===== config.mk =====
export PLATFORM = sky130hd
export DESIGN_NAME = tapm_controller
export DESIGN_NICKNAME = d
export VERILOG_FILES = /design/src/rtl/tapm_pkg.sv /design/src/rtl/tapm_controller.sv
export SDC_FILE = /design/constraint.sdc
export NUM_CORES = 1
export LEC_CHECK = 0
export ABC_AREA = 1
export BUFFER_PORTS_ARGS = -buffer_cell sky130_fd_sc_hd__buf_4
export CORE_AREA = 2 2 39 41
export CTS_BUF_LIST = sky130_fd_sc_hd__clkbuf_8 sky130_fd_sc_hd__clkbuf_16
export CTS_CLUSTER_SIZE = 8
export DETAILED_ROUTE_END_ITERATION = 12
export DIE_AREA = 0 0 41 43
export HOLD_SLACK_MARGIN = 0.05
export PLACE_DENSITY_LB_ADDON = 0.2
export SLEW_MARGIN = 10
export SYNTH_ARGS = -nofsm -noshare
export SYNTH_HDL_FRONTEND = slang
export SYNTH_SLANG_ARGS = --single-unit

===== constraint.sdc =====
create_clock -name aclk -period 2.1 [get_ports aclk]
set_input_delay 0.21 -clock aclk [delete_from_list [all_inputs] [get_ports aclk]]
set_output_delay 0.21 -clock aclk [all_outputs]
set_load 0.05 [all_outputs]

===== src/rtl/tapm_pkg.sv =====
`timescale 1ns / 1ps
package tapm_pkg;

    localparam int AngleW = 17;
    localparam int ErrW = 18;
    localparam int GainW = 16;
    localparam int DutyW = 15;
    localparam int MsW = 16;
    localparam int IntegW = 40;
    localparam int CfgIdxW = 3;
    localparam int CfgDataW = 16;
    localparam int DerivW = 28;
    localparam int SumW = 64;
    localparam int TermLimit = 40;
    localparam logic [DutyW-1:0] CeilingReset = 15'd1400;
    localparam logic [DutyW-1:0] FloorReset = 15'd1000;

    localparam logic [CfgIdxW-1:0] REG_ROLL_KP = 3'd0;
    localparam logic [CfgIdxW-1:0] REG_ROLL_KI = 3'd1;
    localparam logic [CfgIdxW-1:0] REG_ROLL_KD = 3'd2;
    localparam logic [CfgIdxW-1:0] REG_PITCH_KP = 3'd3;
    localparam logic [CfgIdxW-1:0] REG_PITCH_KI = 3'd4;
    localparam logic [CfgIdxW-1:0] REG_PITCH_KD = 3'd5;
    localparam logic [CfgIdxW-1:0] REG_CEILING = 3'd6;
    localparam logic [CfgIdxW-1:0] REG_FLOOR = 3'd7;

    // controller to datapath
    typedef struct packed {
        logic load;
        logic axis_sel;
        logic err_prep;
        logic div_start;
        logic div_step;
        logic mul_p;
        logic mul_i;
        logic mul_d;
        logic finish_axis;
        logic mix;
    } dp_cmd_t;

    typedef struct packed {
        logic div_done;
    } dp_status_t;

endpackage


===== src/rtl/tapm_controller.sv =====
`timescale 1ns / 1ps
module tapm_controller
    import tapm_pkg::*;
(
    input  logic       aclk,
    input  logic       aresetn,
    input  logic       s_valid,
    output logic       s_ready,
    output logic       m_valid,
    input  logic       m_ready,
    input  dp_status_t status,
    output dp_cmd_t    cmd
);

    typedef enum logic [8:0] {
        ST_IDLE  = 9'b000000001,
        ST_ERR   = 9'b000000010,
        ST_START = 9'b000000100,
        ST_DIV   = 9'b000001000,
        ST_MP    = 9'b000010000,
        ST_MI    = 9'b000100000,
        ST_MD    = 9'b001000000,
        ST_FIN   = 9'b010000000,
        ST_MIX   = 9'b100000000
    } state_t;

    state_t state_reg, state_next;
    logic axis_reg, axis_next;
    logic mv_reg, mv_next;

    logic take;
    assign s_ready = (state_reg == ST_IDLE) && !mv_reg;
    assign take = s_valid && s_ready;
    assign m_valid = mv_reg;

    always_comb begin
        state_next = state_reg;
        axis_next = axis_reg;
        mv_next = mv_reg && !m_ready;
        cmd = '0;
        cmd.axis_sel = axis_reg;
        unique case (state_reg)
            ST_IDLE: begin
                cmd.load = take;
                if (take) begin
                    state_next = ST_ERR;
                    axis_next = 1'b0;
                end
            end
            ST_ERR: begin
                cmd.err_prep = 1'b1;
                state_next = ST_START;
            end
            ST_START: begin
                cmd.div_start = 1'b1;
                state_next = ST_DIV;
            end
            ST_DIV: begin
                cmd.div_step = 1'b1;
                if (status.div_done) state_next = ST_MP;
            end
            ST_MP: begin
                cmd.mul_p = 1'b1;
                state_next = ST_MI;
            end
            ST_MI: begin
                cmd.mul_i = 1'b1;
                state_next = ST_MD;
            end
            ST_MD: begin
                cmd.mul_d = 1'b1;
                state_next = ST_FIN;
            end
            ST_FIN: begin
                cmd.finish_axis = 1'b1;
                if (axis_reg) begin
                    state_next = ST_MIX;
                end else begin
                    axis_next = 1'b1;
                    state_next = ST_ERR;
                end
            end
            ST_MIX: begin
                cmd.mix = 1'b1;
                mv_next = 1'b1;
                state_next = ST_IDLE;
            end
            default: state_next = ST_IDLE;
        endcase
    end

    always_ff @(posedge aclk) begin
        if (!aresetn) begin
            state_reg <= ST_IDLE;
            axis_reg <= 1'b0;
            mv_reg <= 1'b0;
        end else begin
            state_reg <= state_next;
            axis_reg <= axis_next;
            mv_reg <= mv_next;
        end
    end

endmodule


# After elaboration in Yosys (flattened, before gate mapping)
# Cells that the tools add are included.
op_classes:
  mux: 16
  reduce_logical: 8
  n_eq_ne: 11
ops:
  columns: ["op", "n"]
  rows:
  - ["case mux 9 bit (8 select lines)", 1]
  - ["2-to-1 mux 9 bit", 3]
  - ["2-to-1 mux 1 bit", 11]
  - ["== test 9 x 1 -> 1 bit, second input constant", 1]
  - ["== test 9 x 2 -> 1 bit, second input constant", 1]
  - ["== test 9 x 3 -> 1 bit, second input constant", 1]
  - ["== test 9 x 4 -> 1 bit, second input constant", 1]
  - ["== test 9 x 5 -> 1 bit, second input constant", 1]
  - ["== test 9 x 6 -> 1 bit, second input constant", 1]
  - ["== test 9 x 7 -> 1 bit, second input constant", 1]
  - ["== test 9 x 8 -> 1 bit, second input constant", 1]
  - ["== test 9 bit, second input constant", 1]
  - ["!= test 2 bit, second input constant", 2]
  - ["AND reduction 2 bit", 2]
  - ["logical AND 1 bit", 3]
  - ["logical NOT 1 bit", 2]
  - ["case mux 1 bit (2 select lines)", 1]
  - ["nonzero test 2 bit", 1]
word_totals:
  in_bits: 5
  output_inout_bits: 12
  wordCells: 38
  reg_bits: 11

# Longest topological paths before layout
logic_depth:
  word_depth: 5
  depth_mapped: 8
  mapped_depth_nobuf: 8

# Least setup slack after synthesis
# Ideal clock, no wire load.
synth_timing:
  kind: "flip-flop to output port"
  start: "reg state_reg[6]"
  end: "out s_ready"
  required_ns: 1.890
  stages_incl_launch_ff: 6
  path_slack_ns: 0.463
  arrival_ns: 1.427
  path_cell_list: "dfxtp_1 > nor2_2 > nand2_2 > nor2_4 > nand2_1 > nor2_1"
synth_via:
  elab_chain_len: 2
synth_rtl:
  columns: ["item", "line", "text"]
  rows:
  - ["from (decl)", "tapm_controller.sv:27", "state_t state_reg, state_next;"]
  - ["from (signal assigned)", "tapm_controller.sv:98", "state_reg <= state_next;"]
  - ["== test 9 x 1 -> 1 bit", "tapm_controller.sv:32", "assign s_ready = (state_reg == ST_IDLE) && !mv_reg;"]
  - ["logical AND 1 bit", "tapm_controller.sv:32", null]
  - ["to (decl)", "tapm_controller.sv:8", "output logic s_ready,"]
# No other way between the ends.

# Worst setup path after layout
# Ends and elaborated chain as after synthesis.

==> impl_metrics.toml <==
[floorplanning]
row_count = 14
core-area_sq_um = 1380
io_pins = 17
dieHeight_um = 43
die_area_sq_um = 1760
die_width_um = 41
start_util_pct = 48.8

[finish]
design_area_sq_um = 842
syn_to_final_growth_pct = 24.6
fin_cells = 133
drive_gt1_share_pct = 26.5
final_nets = 123
n_antenna_cell = 0
largest_reg_flops = 9

[timing]
fin_crit_sh_pct = 75.3
fin_crit_ns = 1.58
max_slew_margin_pct = 81.1
worst_slew_pin_slew_ns = 0.283
worst_clock_skew_ns = 0.00708
final_hold_viol_count = 0
hold_ws_ns = 0.229
max_freq_ghz = 0.633
rsz0062_at_grt = "false"
slew_viol_final = 0
tns_ns = 0
setup_viol = 0

[critical_path]
rr_endpoint = "state_reg[0]$_SDFFE_PN1P_"
reg2regPathDepth = 8
path_buf_inv = 1
crit_cells = 6
critPathTopFamily = "simple AND/OR/NAND/NOR gates"
worstPathArrival_ns = 1.37
cpPeakStageDelay_ns = 0.31
cp-end-kind = "primary output"
cp_max_fo = 5
critical_path_class = "reg2out"
worstPathRequired_ns = 1.89
cp_cell_sequence = "nor2_2, nand2_2, nor2_4, nand2_1, nor2_1, buf_4"
critPathLaunchType = "flop"
crit_slowest_cell = "dfxtp_1"
worstReg2RegStart = "state_reg[6]$_SDFFE_PN0P_"
r2r_slack_ns = 0.90

[hold_path]
hold_depth = 2
min_from = "aresetn"
worstHoldEndpoint = "state_reg[0]$_SDFFE_PN1P_"
hold_path_class = "in2reg"

[global_routing]
antenna_found_initial = 0
grt_max_degree = 10
grt.total_usage_pct = 17.8
globalRouteOverflowTotal = 0
grt_pass1_vias = 523
grt_pass1_wl_um = 2100

[clock_network]
postCtsHoldBufs = 0
cts_buffers = 3
cts_resized = 0
clk_pin_slew_worst_paths_ns = 0.05
root_buffer = "clkbuf_8"
clock-sinks = 11
cts_tree = "done"
post_cts_buffers = 0
worstSkewPairLatency_ns = 0.24
cts_buffer_depth = 2
htree_levels = 1

[flow_run]
drv_cap = 0

[route]
vias_per_cell = 4.79
totalWireLength_um = 1310
vias = 637
post_drt_wl_per_cell_um = 9.86
firstDrtPassIters = 5
postRouteAntennaNets = 0
drc = 0
drt_iter0_drc = 10

[place]
place.gp.congestion = 0.821
dpl_cell_area_sq_um = 797
dp.cells = 129
hpwl_um = 1020
portBuffers = 16

[power]
power-per-cell-area_nw_per_um2 = 1090
power_uw = 917
ir_drop_mv = 0.639
power_leakage_nw = 0.463

[synth]
synth_top_area_share_pct = 32.6
seq_area_frac_synth_pct = 32.6
synth-seq-cells = 11
synth_area_sq_um = 676
avgSynthCellArea_sq_um = 6.76
synth.distinct_cells = 19
yosysWarnings = 0
ys_top_cells_by_area = "dfxtp_1 (33%), inv_1 (11%), nor2_1 (10%), nand2_1 (8.9%), nand4_1 (6.5%)"
synth_top_area_cell = "dfxtp_1"
syn_nets = 105
synth_cells = 100

[outcome]
status = "finished, final reports clean"
cells in the final DEF (no fill, tap or decap):
cell type  synthesis  layout
inv_1             20      21
nor2_1            18      18
nand2_1           16      16
buf_4              2      16
dfxtp_1           11      11
nand4_1            7       7
nand3_1            6       6
nor2_4             3       3
a21oi_1            3       3
clkbuf_8           0       3
nor2_2             2       2
inv_2              2       2
clkinv_1           2       2
nor3_1             2       2
nand3_4            1       1
nand2_2            1       1
nor3_4             1       1
o211ai_4           1       1
nand4_2            1       1
layout make-up:
class	count	area [sq um]
Fill cell	129	542
Multi-Input combinational cell	62	347
Sequential cell	11	220
Timing Repair Buffer	16	120
Inverter	24	90.1
Clock buffer	3	41.3
Tap cell	16	20.0
Clock inverter	1	3.75
routing by layer:
layer | GRT usage [%] | vias up | part of all wire (%)
li1 | - | 346 | -
met1 | 24.0 | 269 | 48
met2 | 25.6 | 18 | 44
met3 | 3.14 | 4 | 5.8
met4 | 10.0 | 0 | 2.0
met5 | 0 | - | 0
cells by family (layout without fill, tap and decap cells):
kind of cell	after synthesis	in the layout	synth area share [%]
and+or+nand+nor	58	58	45.9
AOI/OAI and AO/OA	4	4	5.37
buffers and inverters	27	44	16.1
DFF	11	11	32.6
where the power goes:
part           leakage, nW  internal [mW]  total [mW]  switching [mW]
Clock               0.0269          0.128       0.204          0.0762
Combinational        0.347          0.142       0.456           0.314
Sequential          0.0892          0.235       0.257          0.0221
how the worst max path moves through the flow:
stage                                          from  endpoint  slack (ns)
final                     state_reg[6]$_SDFFE_PN0P_   s_ready        0.52
after global routing      state_reg[6]$_SDFFE_PN0P_   s_ready        0.41
after CTS                 state_reg[6]$_SDFFE_PN0P_   s_ready        0.52
after detailed placement  state_reg[6]$_SDFFE_PN0P_   s_ready        0.77
after floorplan           state_reg[6]$_SDFFE_PN0P_   s_ready        0.46
after global placement    state_reg[4]$_SDFFE_PN0P_   s_ready        0.79
cells in the mapped netlist, drive strengths merged:
master,number
nand3,7
buf,2
nor3,3
a21oi,3
inv,22
nand4,8
nor2,23
clkinv,2
dfxtp,11
o211ai,1
nand2,17
clkbuf,1
per-stage QoR:
stage / setup WS [ns] / util [%]
2_1_floorplan: 0.463 / -
3_3_place_gp: 0.791 / 57.6
3_5_place_dp: 0.771 / 57.6
4_1_cts: 0.522 / 60.8
5_1_grt: 0.408 / 60.8
6_report: 0.519 / 60.8
worst register-to-register path, cell delays in order (launching register included):
cell and delay (ns):
dfxtp_1 0.31, nor2_2 0.16, nand2_2 0.13, nor2_4 0.14
nand2_1 0.10, nand2_1 0.08, nor2_1 0.04, nand2_1 0.06
nand3_1 0.06
Note: power is estimated with default switching activity, not from simulation.
